## config.mk

```make
export PLATFORM = sky130hd
export DESIGN_NAME = pointer_mask_to_bgra_renderer_top_flat
export DESIGN_NICKNAME = d
export VERILOG_FILES = /design/src/rtl/pmbr_pkg.sv /design/src/rtl/pmbr_in_if.sv /design/src/rtl/pmbr_out_if.sv /design/src/rtl/pmbr_cfg_if.sv /design/src/rtl/pointer_mask_to_bgra_renderer_top.sv /design/src/flat_wrapper.sv
export SDC_FILE = /design/constraint.sdc
export NUM_CORES = 1
export LEC_CHECK = 0
export ABC_CLOCK_PERIOD_IN_PS = 25000
export BUFFER_PORTS_ARGS = -buffer_cell sky130_fd_sc_hd__buf_2
export CAP_MARGIN = 25
export CELL_PAD_IN_SITES_DETAIL_PLACEMENT = 0
export CELL_PAD_IN_SITES_GLOBAL_PLACEMENT = 2
export CORE_ASPECT_RATIO = 1.5
export CORE_MARGIN = 2
export CORE_UTILIZATION = 42
export CTS_CLUSTER_SIZE = 12
export DETAILED_ROUTE_END_ITERATION = 10
export PLACE_DENSITY_LB_ADDON = 0.1
export SLEW_MARGIN = 10
export SYNTH_ARGS = -nofsm -noshare
export SYNTH_HDL_FRONTEND = slang
export SYNTH_SLANG_ARGS = --single-unit
```

## constraint.sdc

```tcl
create_clock -name clk -period 25 [get_ports clk]
set_clock_uncertainty 0.05 [all_clocks]
set_input_delay 5 -clock clk [delete_from_list [all_inputs] [get_ports clk]]
set_output_delay 5 -clock clk [all_outputs]
set_load 0.005 [all_outputs]
```

## src/rtl/pmbr_pkg.sv

```systemverilog
// Shared constants, types and helper functions of the cursor shape renderer.
package pmbr_pkg;

  localparam int MAX_DIM    = 384;
  localparam int DEPTH_W    = 6;
  localparam int DIM_W      = 9;
  localparam int IDX_W      = 18;
  localparam int CH_W       = 8;
  localparam int XOR_W      = 32;
  localparam int CFG_IDX_W  = 2;
  localparam int CFG_DATA_W = 9;

  localparam logic [DEPTH_W-1:0] DEPTH_1  = 6'd1;
  localparam logic [DEPTH_W-1:0] DEPTH_4  = 6'd4;
  localparam logic [DEPTH_W-1:0] DEPTH_8  = 6'd8;
  localparam logic [DEPTH_W-1:0] DEPTH_15 = 6'd15;
  localparam logic [DEPTH_W-1:0] DEPTH_16 = 6'd16;
  localparam logic [DEPTH_W-1:0] DEPTH_24 = 6'd24;
  localparam logic [DEPTH_W-1:0] DEPTH_32 = 6'd32;

  localparam logic [DIM_W-1:0]   DIM_RESET   = 9'd32;
  localparam logic [DEPTH_W-1:0] DEPTH_RESET = DEPTH_32;

  localparam logic [CH_W-1:0] CH_FULL = 8'hFF;
  localparam logic [CH_W-1:0] CH_ZERO = 8'h00;

  typedef enum logic [CFG_IDX_W-1:0] {
    REG_DEPTH  = 2'd0,
    REG_WIDTH  = 2'd1,
    REG_HEIGHT = 2'd2
  } reg_idx_t;

  typedef enum logic [1:0] {
    ST_OK      = 2'd0,
    ST_PALETTE = 2'd1,
    ST_INVALID = 2'd2
  } status_t;

  typedef enum logic [1:0] {
    FMT_MONO  = 2'd0,
    FMT_555   = 2'd1,
    FMT_RGB24 = 2'd2,
    FMT_RGB32 = 2'd3
  } fmt_t;

  // one pixel between the index stage and the colour stage
  typedef struct packed {
    logic             and_bit;
    logic [XOR_W-1:0] xor_pixel;
    fmt_t             fmt;
    logic             odd;
    logic [IDX_W-1:0] pixel_index;
    logic             last_pixel;
    status_t          status;
  } s1_t;

  function automatic logic [CH_W-1:0] ext5(input logic [4:0] v);
    return {v, v[4:2]};
  endfunction

  function automatic logic [DIM_W-1:0] clamp_dim(input logic [DIM_W-1:0] d);
    logic [DIM_W-1:0] res;
    if (d == '0) res = DIM_W'(1);
    else if (d > DIM_W'(MAX_DIM)) res = DIM_W'(MAX_DIM);
    else res = d;
    return res;
  endfunction

endpackage

```

## src/rtl/pmbr_in_if.sv

```systemverilog
// Pixel input channel: AND bit and raw XOR value.
interface pmbr_in_if import pmbr_pkg::*; ();
  logic             valid;
  logic             ready;
  logic             and_bit;
  logic [XOR_W-1:0] xor_pixel;

  modport source (output valid, output and_bit, output xor_pixel, input ready);
  modport sink   (input valid, input and_bit, input xor_pixel, output ready);
endinterface

```

## src/rtl/pmbr_out_if.sv

```systemverilog
// Result channel: BGRA pixel with output position, last flag and status.
interface pmbr_out_if import pmbr_pkg::*; ();
  logic             valid;
  logic             ready;
  logic [CH_W-1:0]  blue;
  logic [CH_W-1:0]  green;
  logic [CH_W-1:0]  red;
  logic [CH_W-1:0]  alpha;
  logic [IDX_W-1:0] pixel_index;
  logic             last_pixel;
  logic [1:0]       status;

  modport source (output valid, output blue, output green, output red, output alpha,
                  output pixel_index, output last_pixel, output status, input ready);
  modport sink   (input valid, input blue, input green, input red, input alpha,
                  input pixel_index, input last_pixel, input status, output ready);
endinterface

```

## src/rtl/pmbr_cfg_if.sv

```systemverilog
// Configuration write channel: register index and write data.
interface pmbr_cfg_if import pmbr_pkg::*; ();
  logic                  valid;
  logic                  ready;
  logic [CFG_IDX_W-1:0]  index;
  logic [CFG_DATA_W-1:0] data;

  modport source (output valid, output index, output data, input ready);
  modport sink   (input valid, input index, input data, output ready);
endinterface

```

## src/rtl/pointer_mask_to_bgra_renderer_top.sv

```systemverilog
// Pipeline: two register stages; a result beat is offered once its input beat has passed both registers.
// Throughput: one pixel per cycle while the output is not stalled; the first stage holds the 9x9 row-base
// multiply, the second the colour decode, each closed by a register.
// Reset: depth 32 bpp, 32x32 shape, scan counters at zero, pipeline empty.
// A write to the depth, width or height register restarts the shape at its first pixel.
module pointer_mask_to_bgra_renderer_top import pmbr_pkg::*; (
  input  logic      clk,
  input  logic      rst_n,
  pmbr_cfg_if.sink  cfg_ch,
  pmbr_in_if.sink   in_ch,
  pmbr_out_if.source out_ch
);

  logic [DEPTH_W-1:0] depth_r;
  logic [DIM_W-1:0]   width_r;
  logic [DIM_W-1:0]   height_r;
  logic [DIM_W-1:0]   column_count_r, column_count_nxt;
  logic [DIM_W-1:0]   line_count_r, line_count_nxt;

  logic               s1_valid_r;
  s1_t                s1_r, s1_nxt;

  logic               out_valid_r;
  logic [CH_W-1:0]    blue_r, green_r, red_r, alpha_r;
  logic [CH_W-1:0]    blue_nxt, green_nxt, red_nxt, alpha_nxt;
  logic [IDX_W-1:0]   pixel_index_r;
  logic               last_pixel_r;
  status_t            status_r;

  logic               in_acc, cfg_acc, cfg_hit, s1_adv;
  logic [DIM_W-1:0]   wd, hd, col, line, y;
  logic [IDX_W-1:0]   row_base;
  logic               col_end, line_end, dims_ok;

  assign cfg_ch.ready = 1'b1;
  assign cfg_acc      = cfg_ch.valid && cfg_ch.ready;
  assign s1_adv       = !out_valid_r || out_ch.ready;
  assign in_ch.ready  = !s1_valid_r || s1_adv;
  assign in_acc       = in_ch.valid && in_ch.ready;

  always_comb begin
    case (cfg_ch.index)
      REG_DEPTH, REG_WIDTH, REG_HEIGHT: cfg_hit = 1'b1;
      default:                          cfg_hit = 1'b0;
    endcase
  end

  // ---------------- index stage ----------------
  always_comb begin
    wd   = clamp_dim(width_r);
    hd   = clamp_dim(height_r);
    col  = (column_count_r < wd) ? column_count_r : '0;
    line = (line_count_r < hd) ? line_count_r : '0;
    // stored lines run bottom-up except at 1 bpp
    y    = (depth_r == DEPTH_1) ? line : (hd - DIM_W'(1) - line);
    row_base = IDX_W'(y) * IDX_W'(wd);
    col_end  = (col == wd - DIM_W'(1));
    line_end = (line == hd - DIM_W'(1));
    dims_ok  = (width_r != '0) && (width_r <= DIM_W'(MAX_DIM)) &&
               (height_r != '0) && (height_r <= DIM_W'(MAX_DIM));

    s1_nxt.and_bit     = in_ch.and_bit;
    s1_nxt.xor_pixel   = in_ch.xor_pixel;
    s1_nxt.odd         = col[0] ^ y[0];
    s1_nxt.pixel_index = row_base + IDX_W'(col);
    s1_nxt.last_pixel  = col_end && line_end;

    case (depth_r)
      DEPTH_1:           s1_nxt.fmt = FMT_MONO;
      DEPTH_15, DEPTH_16: s1_nxt.fmt = FMT_555;
      DEPTH_24:          s1_nxt.fmt = FMT_RGB24;
      default:           s1_nxt.fmt = FMT_RGB32;
    endcase

    case (depth_r)
      DEPTH_1, DEPTH_15, DEPTH_16, DEPTH_24, DEPTH_32:
        s1_nxt.status = dims_ok ? ST_OK : ST_INVALID;
      DEPTH_4, DEPTH_8:
        s1_nxt.status = dims_ok ? ST_PALETTE : ST_INVALID;
      default:
        s1_nxt.status = ST_INVALID;
    endcase

    if (col_end) begin
      column_count_nxt = '0;
      line_count_nxt   = line_end ? '0 : line + DIM_W'(1);
    end else begin
      column_count_nxt = col + DIM_W'(1);
      line_count_nxt   = line;
    end
  end

  always_ff @(posedge clk) begin
    if (!rst_n) begin
      depth_r        <= DEPTH_RESET;
      width_r        <= DIM_RESET;
      height_r       <= DIM_RESET;
      column_count_r <= '0;
      line_count_r   <= '0;
      s1_valid_r     <= 1'b0;
    end else begin
      if (cfg_acc && cfg_hit) begin
        case (cfg_ch.index)
          REG_DEPTH:  depth_r  <= cfg_ch.data[DEPTH_W-1:0];
          REG_WIDTH:  width_r  <= cfg_ch.data[DIM_W-1:0];
          REG_HEIGHT: height_r <= cfg_ch.data[DIM_W-1:0];
          default: ;
        endcase
        // restart the shape
        column_count_r <= '0;
        line_count_r   <= '0;
      end else if (in_acc) begin
        column_count_r <= column_count_nxt;
        line_count_r   <= line_count_nxt;
      end
      if (in_ch.ready) s1_valid_r <= in_ch.valid;
    end
  end

  always_ff @(posedge clk) begin
    if (in_acc) s1_r <= s1_nxt;
  end

  // ---------------- colour stage ----------------
  always_comb begin
    logic [CH_W-1:0] chk;
    logic            white, black;
    chk       = s1_r.odd ? CH_ZERO : CH_FULL;
    blue_nxt  = CH_ZERO;
    green_nxt = CH_ZERO;
    red_nxt   = CH_ZERO;
    alpha_nxt = CH_ZERO;
    white     = 1'b0;
    black     = 1'b0;
    if (s1_r.status == ST_OK) begin
      if (s1_r.fmt == FMT_MONO) begin
        if (!s1_r.and_bit) begin
          blue_nxt  = s1_r.xor_pixel[0] ? CH_FULL : CH_ZERO;
          green_nxt = blue_nxt;
          red_nxt   = blue_nxt;
          alpha_nxt = CH_FULL;
        end else if (s1_r.xor_pixel[0]) begin
          blue_nxt  = chk;
          green_nxt = chk;
          red_nxt   = chk;
          alpha_nxt = CH_FULL;
        end
      end else begin
        case (s1_r.fmt)
          FMT_555: begin
            blue_nxt  = ext5(s1_r.xor_pixel[4:0]);
            green_nxt = ext5(s1_r.xor_pixel[9:5]);
            red_nxt   = ext5(s1_r.xor_pixel[14:10]);
            alpha_nxt = CH_FULL;
          end
          FMT_RGB24: begin
            blue_nxt  = s1_r.xor_pixel[7:0];
            green_nxt = s1_r.xor_pixel[15:8];
            red_nxt   = s1_r.xor_pixel[23:16];
            alpha_nxt = CH_FULL;
          end
          default: begin
            blue_nxt  = s1_r.xor_pixel[7:0];
            green_nxt = s1_r.xor_pixel[15:8];
            red_nxt   = s1_r.xor_pixel[23:16];
            alpha_nxt = s1_r.xor_pixel[31:24];
          end
        endcase
        white = (blue_nxt == CH_FULL) && (green_nxt == CH_FULL) &&
                (red_nxt == CH_FULL) && (alpha_nxt == CH_FULL);
        black = (blue_nxt == CH_ZERO) && (green_nxt == CH_ZERO) &&
                (red_nxt == CH_ZERO) && (alpha_nxt == CH_FULL);
        if (s1_r.and_bit) begin
          if (white) begin
            blue_nxt  = chk;
            green_nxt = chk;
            red_nxt   = chk;
            alpha_nxt = CH_FULL;
          end else if ((s1_r.fmt == FMT_RGB24) || black) begin
            blue_nxt  = CH_ZERO;
            green_nxt = CH_ZERO;
            red_nxt   = CH_ZERO;
            alpha_nxt = CH_ZERO;
          end
        end
      end
    end
  end

  always_ff @(posedge clk) begin
    if (!rst_n) begin
      out_valid_r <= 1'b0;
    end else if (s1_adv) begin
      out_valid_r <= s1_valid_r;
    end
  end

  always_ff @(posedge clk) begin
    if (s1_adv && s1_valid_r) begin
      blue_r        <= blue_nxt;
      green_r       <= green_nxt;
      red_r         <= red_nxt;
      alpha_r       <= alpha_nxt;
      pixel_index_r <= s1_r.pixel_index;
      last_pixel_r  <= s1_r.last_pixel;
      status_r      <= s1_r.status;
    end
  end

  assign out_ch.valid       = out_valid_r;
  assign out_ch.blue        = blue_r;
  assign out_ch.green       = green_r;
  assign out_ch.red         = red_r;
  assign out_ch.alpha       = alpha_r;
  assign out_ch.pixel_index = pixel_index_r;
  assign out_ch.last_pixel  = last_pixel_r;
  assign out_ch.status      = status_r;

  // ---------------- assertions ----------------
  a_cfg_restart: assert property (@(posedge clk) disable iff (!rst_n)
    cfg_acc && cfg_hit |=> column_count_r == '0 && line_count_r == '0)
    else $error("shape not restarted after register write");

  a_col_bound: assert property (@(posedge clk) disable iff (!rst_n)
    column_count_r < wd && line_count_r < hd)
    else $error("scan counter beyond shape bound");

  a_err_black: assert property (@(posedge clk) disable iff (!rst_n)
    out_valid_r && status_r != ST_OK |->
      blue_r == CH_ZERO && green_r == CH_ZERO && red_r == CH_ZERO && alpha_r == CH_ZERO)
    else $error("colour present on error status");

  a_s1_hold: assert property (@(posedge clk) disable iff (!rst_n)
    s1_valid_r && !s1_adv |=> s1_valid_r && $stable(s1_r))
    else $error("index stage dropped a stalled pixel");

endmodule

```

## src/flat_wrapper.sv

```systemverilog
// flat-port wrapper written by rule: the top's interface ports become plain ports
module pointer_mask_to_bgra_renderer_top_flat import pmbr_pkg::*;
  (clk, rst_n, cfg_ch_valid, cfg_ch_index, cfg_ch_data, cfg_ch_ready, in_ch_valid, in_ch_and_bit, in_ch_xor_pixel, in_ch_ready, out_ch_valid, out_ch_blue, out_ch_green, out_ch_red, out_ch_alpha, out_ch_pixel_index, out_ch_last_pixel, out_ch_status, out_ch_ready);
  pmbr_cfg_if cfg_ch_i ();
  pmbr_in_if in_ch_i ();
  pmbr_out_if out_ch_i ();
  input  logic clk;
  input  logic rst_n;
  input wire logic [$bits(cfg_ch_i.valid)-1:0] cfg_ch_valid;
  input wire logic [$bits(cfg_ch_i.index)-1:0] cfg_ch_index;
  input wire logic [$bits(cfg_ch_i.data)-1:0] cfg_ch_data;
  output wire logic [$bits(cfg_ch_i.ready)-1:0] cfg_ch_ready;
  input wire logic [$bits(in_ch_i.valid)-1:0] in_ch_valid;
  input wire logic [$bits(in_ch_i.and_bit)-1:0] in_ch_and_bit;
  input wire logic [$bits(in_ch_i.xor_pixel)-1:0] in_ch_xor_pixel;
  output wire logic [$bits(in_ch_i.ready)-1:0] in_ch_ready;
  output wire logic [$bits(out_ch_i.valid)-1:0] out_ch_valid;
  output wire logic [$bits(out_ch_i.blue)-1:0] out_ch_blue;
  output wire logic [$bits(out_ch_i.green)-1:0] out_ch_green;
  output wire logic [$bits(out_ch_i.red)-1:0] out_ch_red;
  output wire logic [$bits(out_ch_i.alpha)-1:0] out_ch_alpha;
  output wire logic [$bits(out_ch_i.pixel_index)-1:0] out_ch_pixel_index;
  output wire logic [$bits(out_ch_i.last_pixel)-1:0] out_ch_last_pixel;
  output wire logic [$bits(out_ch_i.status)-1:0] out_ch_status;
  input wire logic [$bits(out_ch_i.ready)-1:0] out_ch_ready;
  assign cfg_ch_i.valid = cfg_ch_valid;
  assign cfg_ch_i.index = cfg_ch_index;
  assign cfg_ch_i.data = cfg_ch_data;
  assign cfg_ch_ready = cfg_ch_i.ready;
  assign in_ch_i.valid = in_ch_valid;
  assign in_ch_i.and_bit = in_ch_and_bit;
  assign in_ch_i.xor_pixel = in_ch_xor_pixel;
  assign in_ch_ready = in_ch_i.ready;
  assign out_ch_valid = out_ch_i.valid;
  assign out_ch_blue = out_ch_i.blue;
  assign out_ch_green = out_ch_i.green;
  assign out_ch_red = out_ch_i.red;
  assign out_ch_alpha = out_ch_i.alpha;
  assign out_ch_pixel_index = out_ch_i.pixel_index;
  assign out_ch_last_pixel = out_ch_i.last_pixel;
  assign out_ch_status = out_ch_i.status;
  assign out_ch_i.ready = out_ch_ready;
  pointer_mask_to_bgra_renderer_top u_core (.clk(clk), .rst_n(rst_n), .cfg_ch(cfg_ch_i), .in_ch(in_ch_i), .out_ch(out_ch_i));
endmodule
```

== Yosys cells after proc, flatten, opt, wreduce, memory -nomap -nowiden ==
Index checks and enable logic that the tools add are counted.
Widths: inputs -> output; s select.

* Shifts and indexed selects: 0
* Divide/modulo/power cells: 0
* Order comparisons: 6
* Multiply operators: 1
* $add $sub $neg: 6
* Reductions and logical operators: 37
* Bitwise logic cells: 2
* Multiplexer cells: 48
* Equal/unequal tests: 17

{| class="wikitable"
|+ Operators by type and width
! kind !! number
|-
| $mux 8 || 33
|-
| $mux 9 || 10
|-
| $eq 8x8->1 const B || 4
|-
| $logic_not 8->1 || 3
|-
| $add 18x9->18 || 1
|-
| $add 9x1->9 const B || 2
|-
| $eq 9x9->1 || 2
|-
| $gt 9x9->1 const B || 2
|-
| $le 9x9->1 const B || 2
|-
| $logic_not 9->1 || 2
|-
| $lt 9x9->1 || 2
|-
| $mul 9x9->18 || 1
|-
| $reduce_bool 9->1 || 2
|-
| $sub 9x1->9 const B || 2
|-
| $logic_and 1x1->1 || 13
|-
| $eq 6x4->1 const B || 2
|-
| $eq 6x5->1 const B || 2
|-
| $sub 9x9->9 || 1
|-
| $reduce_or 2->1 || 4
|-
| $eq 6x1->1 const B || 1
|-
| $eq 6x3->1 const B || 1
|-
| $eq 6x6->1 const B || 1
|-
| $logic_not 2->1 || 3
|-
| $pmux 2 s3 || 1
|-
| other kinds (12) || 20
|}

* Memories: 0
* Latch bits: 0
* Output and inout bits: 56
* Memory bits (read-only): 0
* Input bits: 49
* Bits in registers: 154
* Word-level logic and storage cells: 138
* RAM bits: 0

== Depth between registers and ports, before layout ==
Gate-level depths: netlist of run 1.

* Word-level depth: 13
* Gate-level depth with buffers: 43
* Mapped depth without buffers: 42

== Worst setup path after synthesis of run 1 ==
No wires, ideal clock.

* Path kind: in2out
* Start point: input out_ch_ready
* End point: output in_ch_ready
* Stages on the path: 2
* Buffers on the path: 0
* Required time: 19.950 ns
* Setup slack: 14.661 ns
* Arrival: 5.289 ns
* Cells stage by stage: nor2b_1 > nand2_1

* Cells in the longest elaborated chain, start to end: 2

{| class="wikitable"
|+ RTL lines
! what !! line !! text
|-
| from (decl) || flat_wrapper.sv:25 || <nowiki>input wire logic [$bits(out_ch_i.ready)-1:0] out_ch_ready;</nowiki>
|-
| $logic_or 1x1->1 || pointer_mask_to_bgra_renderer_top.sv:37 || <nowiki>assign s1_adv = !out_valid_r || out_ch.ready;</nowiki>
|-
| $logic_or 1x1->1 || pointer_mask_to_bgra_renderer_top.sv:38 || <nowiki>assign in_ch.ready = !s1_valid_r || s1_adv;</nowiki>
|-
| to (decl) || flat_wrapper.sv:16 || <nowiki>output wire logic [$bits(in_ch_i.ready)-1:0] in_ch_ready;</nowiki>
|}

No other way between the ends.

==> out/qor.txt, run 1 <==
Status - finished, final reports clean
Routed wire length - 30.4 mm
Final worst-path cycle share - 43.1%
Ys Warns - 0
CTS tree - yes
Met1 track demand over resource - 23.0%
Clock Tree Buf Depth - 2
Sw frac - 32.1%
Initial antenna violation count - 0
Crit. End Element - flop
Total number of vias - 8,848
Congestion Overflow GR - 0
Startpoint types - flop
Final hold violation count - 0
Seq pwr share - 41.4%
Rel. slew slack - 38.4%
Worst EP arrival - 10.93 ns
Busiest grt layer - met2
Worst skew pair latency - 0.45 ns
Syn_nets - 1,366
DIE WIDTH - 139 um
Ys async rst share - 0%
Multi-input logic area - 6720 um^2
WL/cell - 18.9 um
Clock sinks - 154
Slowest stage delay, CP - 0.70 ns
Cell Int Power - 515 uW
Die extent in y - 206 um
Register bit total from synthesis - 154
Hold path start - u_core.s1_r[6]
CTS clk-pin slew, worst paths - 0.07 ns
Port Buf Inserts - 103
Power Dens Cells - 59.5 nW/um^2
Final setup violation count - 0
Setup TNS - 0 ns
Postcts setup bufs - 0
CP endpoint - u_core.s1_r[20]
Remaining DRCs - 0
CP Data Required Time - 25.15 ns
Largest net degree at the start of global routing - 68
DIE AREA - 28,600 um^2
Register Area - 4180 um^2
Layout cells sized above 1 - 13.7%
Tot GR Track Use - 21.6%
Worst hold path class - flop to flop
TritonRoute pass-1 iters - 5
Synth-to-Final Area Change - 11.5%
F_max - 92.8 MHz
Number of enable flip-flop cells after synthesis - 110
Met3 GRT Util - 3.43%
Most used cell, CP - fa_1
Worst Path Max Fanout - 20
Clk pwr share - 32.8%
Core Area - 27,000 um^2
Worst path slowest cell - a31oi_1
Commonest non-fill, non-tap cell in the layout - edfxtp_1
Crit path from - u_core.height_r[5]
Initial detailed-routing violation count - 478
Cts-stage hold buffer count - 0
Reg-to-Reg End - u_core.s1_r[20]
Cts repair resizes - 0
H-tree depth - 4
RR Startpoint - u_core.height_r[5]
Unique masters post-synth - 82
Ports - 105
Fill cell count - 2,606
Fin crit period - 10.78 ns
Comb pwr share - 25.9%
Critical path class - flop to flop
Psw - 244 uW
Number of vias per cell - 5.50
Mapped cell area - 11,400 um^2
Syn avg cell area - 9.72 um^2
Mapped Cells - 1,177
Starting Density - 42.3%
Vias in the first global route - 8,877
Most frequent cells in the layout - edfxtp_1 (110), nand2_1 (107), buf_2 (103)
Global-route wire length before repair - 47.9 mm
Worst-case reg-to-reg path depth - 41
P_leak - 0.00548 uW
Maxcap violations - 0
GR Util met2 - 42.6%
Actual slew at the worst max-slew pin - 0.923 ns
Gpl congestion - 0.882
Antenna cells - 0
Peak VDD IR - 74.8 uV
DRT antenna net count - 0
Ys flop type - edfxtp_1
Cts bufs inserted - 17
Reg2Reg Setup Slack - 14.22 ns
HPWL after DPL - 23.4 mm
Register area share after synthesis - 36.6%
RSZ-0062 raised after global routing - false
Final slew viol count - 0
FP Rows - 74
Fin util - 47.2%
Clock Tree Root - clkbuf_16
Fin nets - 1,442
layer usage:
metal / wire length [um] / vias to the layer above / part of all wire, %
li1: - / 4355 / -
met1: 11800 / 4289 / 39
met2: 16900 / 157 / 56
met3: 831 / 47 / 2.7
met4: 818 / 0 / 2.7
met5: 0 / - / 0
cells in the mapped netlist (all sizes together), types with 32 or more instances:
cell    count  share of area [%]
nor2       95                3.1
a21oi      65                2.8
edfxtp    110                 29
o21a       32                2.1
o21ai      35                1.6
nand3      35                1.6
fa         56                9.8
nand2     110                3.7
inv        76                2.5
nor2b      35                1.9
mux2i      32                2.8
clkbuf     34                1.1
ha         84                9.2
dfxtp      44                7.7
per-stage QoR:
stage	cells	worst slack [ns]	hold slack, ns	total power [uW]	instance area [um^2]
after global routing	1608	13.37	0.375	804	12700
after detailed placement	1575	14.17	0.356	518	12200
final	1608	14.22	0.369	759	12700
after CTS	1607	14.14	0.371	768	12700
after floorplan	1177	14.66	0.350	462	11400
after global placement	1575	14.31	0.351	517	12200
logic make-up after synthesis:
| group | after synthesis | share of synthesized area [%] |
|---|---|---|
| AO/OA/AOI/OAI | 224 | 13.2 |
| XOR/XNOR | 31 | 2.37 |
| adder cells (fa/ha/maj) | 140 | 19.0 |
| buffers and inverters | 130 | 4.74 |
| flip-flops | 154 | 36.6 |
| multiplexers | 33 | 2.93 |
| other | 1 | 0.0328 |
| AND/OR/NAND/NOR | 464 | 21.1 |
final cells by class:
class	instances	share of cell area (%)
clock inverter	14	1.02
timing repair buffer	111	4.50
tap	342	3.36
clock buffer	18	3.37
multi-input combinational	893	52.7
inverter	76	2.24
sequential	154	32.8
worst max-delay path, delay by kind of cell (launching register included):
| family | cells | cell delay, ns |
|---|---|---|
| and+or+nand+nor | 13 | 2.53 |
| adders and majority gates | 8 | 2.99 |
| DFF | 1 | 0.38 |
| AOI/OAI and AO/OA | 15 | 4.19 |
| buffers and inverters | 4 | 0.31 |
| xor gates and xnor gates | 1 | 0.08 |
power groups by stage:
stage / combinational (uW) / sequential, uW / clock [uW]
after floorplan: 148 / 314 / 0
after global placement: 198 / 319 / 0
after detailed placement: 199 / 320 / 0
after CTS: 200 / 314 / 254
after global routing: 224 / 316 / 264
final: 196 / 314 / 249
how the worst min path moves through the flow:
| stage | end | depth (start not counted) |
|---|---|---|
| floorplan | u_core.out_ch.last_pixel | 0 |
| global placement | u_core.out_ch.last_pixel | 0 |
| detailed placement | u_core.out_ch.pixel_index[3] | 0 |
| CTS | u_core.out_ch.pixel_index[3] | 0 |
| global route | u_core.out_ch.pixel_index[13] | 0 |
| finish | u_core.out_ch.pixel_index[3] | 0 |
registers in the layout, summed over array words and instances, names as in the netlist:
register	count
u_core.width_r	9
u_core.out_ch.green	8
u_core.out_ch.blue	8
u_core.column_count_r	9
u_core.out_ch.last_pixel	1
u_core.s1_r	57
u_core.line_count_r	9
u_core.height_r	9
u_core.depth_r	6
u_core.out_ch.status	2
u_core.s1_valid_r	1
u_core.out_ch.red	8
u_core.out_ch.alpha	8
u_core.out_ch.pixel_index	18
u_core.out_ch.valid	1
Note: power is estimated with default switching activity, not from simulation.
==> run 2: changes to the inputs <==
--- a/config.mk
+++ b/config.mk
@@ -5,14 +5,14 @@
 export SDC_FILE = /design/constraint.sdc
 export NUM_CORES = 1
 export LEC_CHECK = 0
-export ABC_CLOCK_PERIOD_IN_PS = 25000
+export ABC_CLOCK_PERIOD_IN_PS = 8800
 export BUFFER_PORTS_ARGS = -buffer_cell sky130_fd_sc_hd__buf_2
 export CAP_MARGIN = 25
 export CELL_PAD_IN_SITES_DETAIL_PLACEMENT = 0
 export CELL_PAD_IN_SITES_GLOBAL_PLACEMENT = 2
 export CORE_ASPECT_RATIO = 1.5
 export CORE_MARGIN = 2
-export CORE_UTILIZATION = 42
+export CORE_UTILIZATION = 35
 export CTS_CLUSTER_SIZE = 12
 export DETAILED_ROUTE_END_ITERATION = 10
 export PLACE_DENSITY_LB_ADDON = 0.1
==> constraint.sdc (replaced) <==
create_clock -name clk -period 8.8 [get_ports clk]
set_clock_uncertainty 0.05 [all_clocks]
set_input_delay 1.76 -clock clk [delete_from_list [all_inputs] [get_ports clk]]
set_output_delay 1.76 -clock clk [all_outputs]
set_load 0.005 [all_outputs]
==> out/qor.txt, run 2 (synthesized netlist as in run 1, its figures left out) <==
Status - finished, final reports clean
Cts-stage hold buffer count - 0
Fin crit period - 8.54 ns
Worst path slowest cell - fa_1
Critical path class - flop to flop
Core Area - 32,400 um^2
Commonest non-fill, non-tap cell in the layout - edfxtp_1
DIE WIDTH - 152 um
Port Buf Inserts - 103
DRT antenna net count - 0
Tot GR Track Use - 20.3%
Max FFs per register - 57
Synth-to-Final Area Change - 17.8%
Worst EP arrival - 8.68 ns
H-tree depth - 4
Number of vias per cell - 5.25
Sw frac - 32.4%
Most frequent cells in the layout - edfxtp_1 (110), buf_2 (103), nand2_1 (102)
Worst Path Max Fanout - 6
Biggest register - u_core.s1_r
Clock Tree Root - clkbuf_16
Rel. slew slack - 37.9%
DIE AREA - 34,200 um^2
FP Rows - 81
Fin util - 41.5%
Seq pwr share - 39.6%
Comb pwr share - 29.5%
Slack of the critical path - 0.264 ns
Final slew viol count - 0
F_max - 117 MHz
Final setup violation count - 0
Worst skew pair latency - 0.45 ns
TritonRoute pass-1 iters - 8
Clock Tree Buf Depth - 2
Starting Density - 35.3%
Peak VDD IR - 110 uV
Most used cell, CP - fa_1
Psw - 727 uW
HPWL after DPL - 25.9 mm
Reg2Reg Setup Slack - 0.26 ns
Slowest stage delay, CP - 0.52 ns
Routed wire length - 33.3 mm
Final hold violation count - 0
Worst hold path class - flop to flop
Clk pwr share - 30.9%
Fin nets - 1,487
Startpoint types - flop
CTS tree - yes
CP Data Required Time - 8.94 ns
Layout cells sized above 1 - 20.0%
WL/cell - 19.3 um
Initial antenna violation count - 0
Total number of vias - 9,062
Maxcap violations - 0
CTS clk-pin slew, worst paths - 0.07 ns
Largest net degree at the start of global routing - 68
Actual slew at the worst max-slew pin - 0.931 ns
Ports - 105
Crit. End Element - flop
Gpl congestion - 0.867
Antenna cells - 0
Congestion Overflow GR - 0
Vias in the first global route - 9,310
Clock sinks - 154
Power Dens Cells - 167 nW/um^2
Fill cell count - 3,286
Initial detailed-routing violation count - 385
Global-route wire length before repair - 52.4 mm
Cts bufs inserted - 17
Die extent in y - 225 um
P_leak - 0.00574 uW
Final worst-path cycle share - 97.0%
RSZ-0062 raised after global routing - true
Cell Int Power - 1520 uW
Remaining DRCs - 0
DP Worst Slack - -0.0898 ns
run 2: cell count changes in the layout (fill, tap and decap cells not counted), sizes merged:
| cell | change |
|---|---|
| buf | +45 |
| clkbuf | -1 |
| clkinv | +4 |
| clkinvlp | -2 |
| inv | -1 |
run 2: per-layer routing:
metal | up-vias | track usage [%] | share of wire [%]
li1 | 4437 | - | -
met1 | 4442 | 21.5 | 38
met4 | 0 | 5.94 | 1.9
met2 | 148 | 40.5 | 57
met3 | 35 | 2.91 | 2.7
met5 | - | 0 | 0
run 2: critical path, delay by kind of cell, from the launching register on:
| kind | cells | cell delay, ns |
|---|---|---|
| compound gates | 16 | 2.61 |
| xor+xnor | 1 | 0.08 |
| fa+ha+maj | 8 | 3.14 |
| buf+inv | 6 | 0.50 |
| flops | 1 | 0.33 |
| simple gates | 11 | 1.55 |
run 2: final timing paths:
check	to	start	cells past startpoint
max	u_core.s1_r[20]	u_core.height_r[3]	42
min	u_core.out_ch.pixel_index[11]	u_core.s1_r[14]	0
max reg2reg	u_core.s1_r[20]	u_core.height_r[3]	42
min reg2reg	u_core.out_ch.pixel_index[11]	u_core.s1_r[14]	0
run 2: repair_timing:
action,4_1_cts,5_1_grt
setup buffers,2,9
pin swaps,1,37
setup endpoints to repair,2,9
gates resized for setup,4,54
run 2: per-stage QoR:
step | std cells | hold slack, ns | setup TNS, ns | instance area, um^2 | power (uW)
finish | 1726 | 0.368 | 0 | 13500 | 2240
global route | 1726 | 0.377 | -0.269 | 13500 | 2390
detailed placement | 1682 | 0.355 | -0.0898 | 12600 | 1520
CTS | 1716 | 0.370 | 0 | 13100 | 2230
global placement | 1682 | 0.351 | 0 | 12600 | 1520
floorplan | 1177 | 0.350 | 0 | 11500 | 1320
run 2: power by group through the flow:
| stage | sequential [uW] | combinational [uW] | clock (uW) |
|---|---|---|---|
| floorplan | 893 | 429 | 0 |
| global placement | 904 | 614 | 0 |
| detailed placement | 904 | 615 | 0 |
| CTS | 889 | 627 | 716 |
| global route | 895 | 748 | 742 |
| finish | 889 | 662 | 693 |
run 2: layout make-up:
| class | count | area [um^2] | area share [%] |
|---|---|---|---|
| clock buffer | 17 | 425 | 3.16 |
| clock inverter | 15 | 114 | 0.845 |
| inverter | 76 | 288 | 2.14 |
| multi-input combinational | 893 | 7020 | 52.1 |
| sequential | 154 | 4190 | 31.1 |
| tap | 415 | 519 | 3.86 |
| timing repair buffer | 156 | 922 | 6.85 |
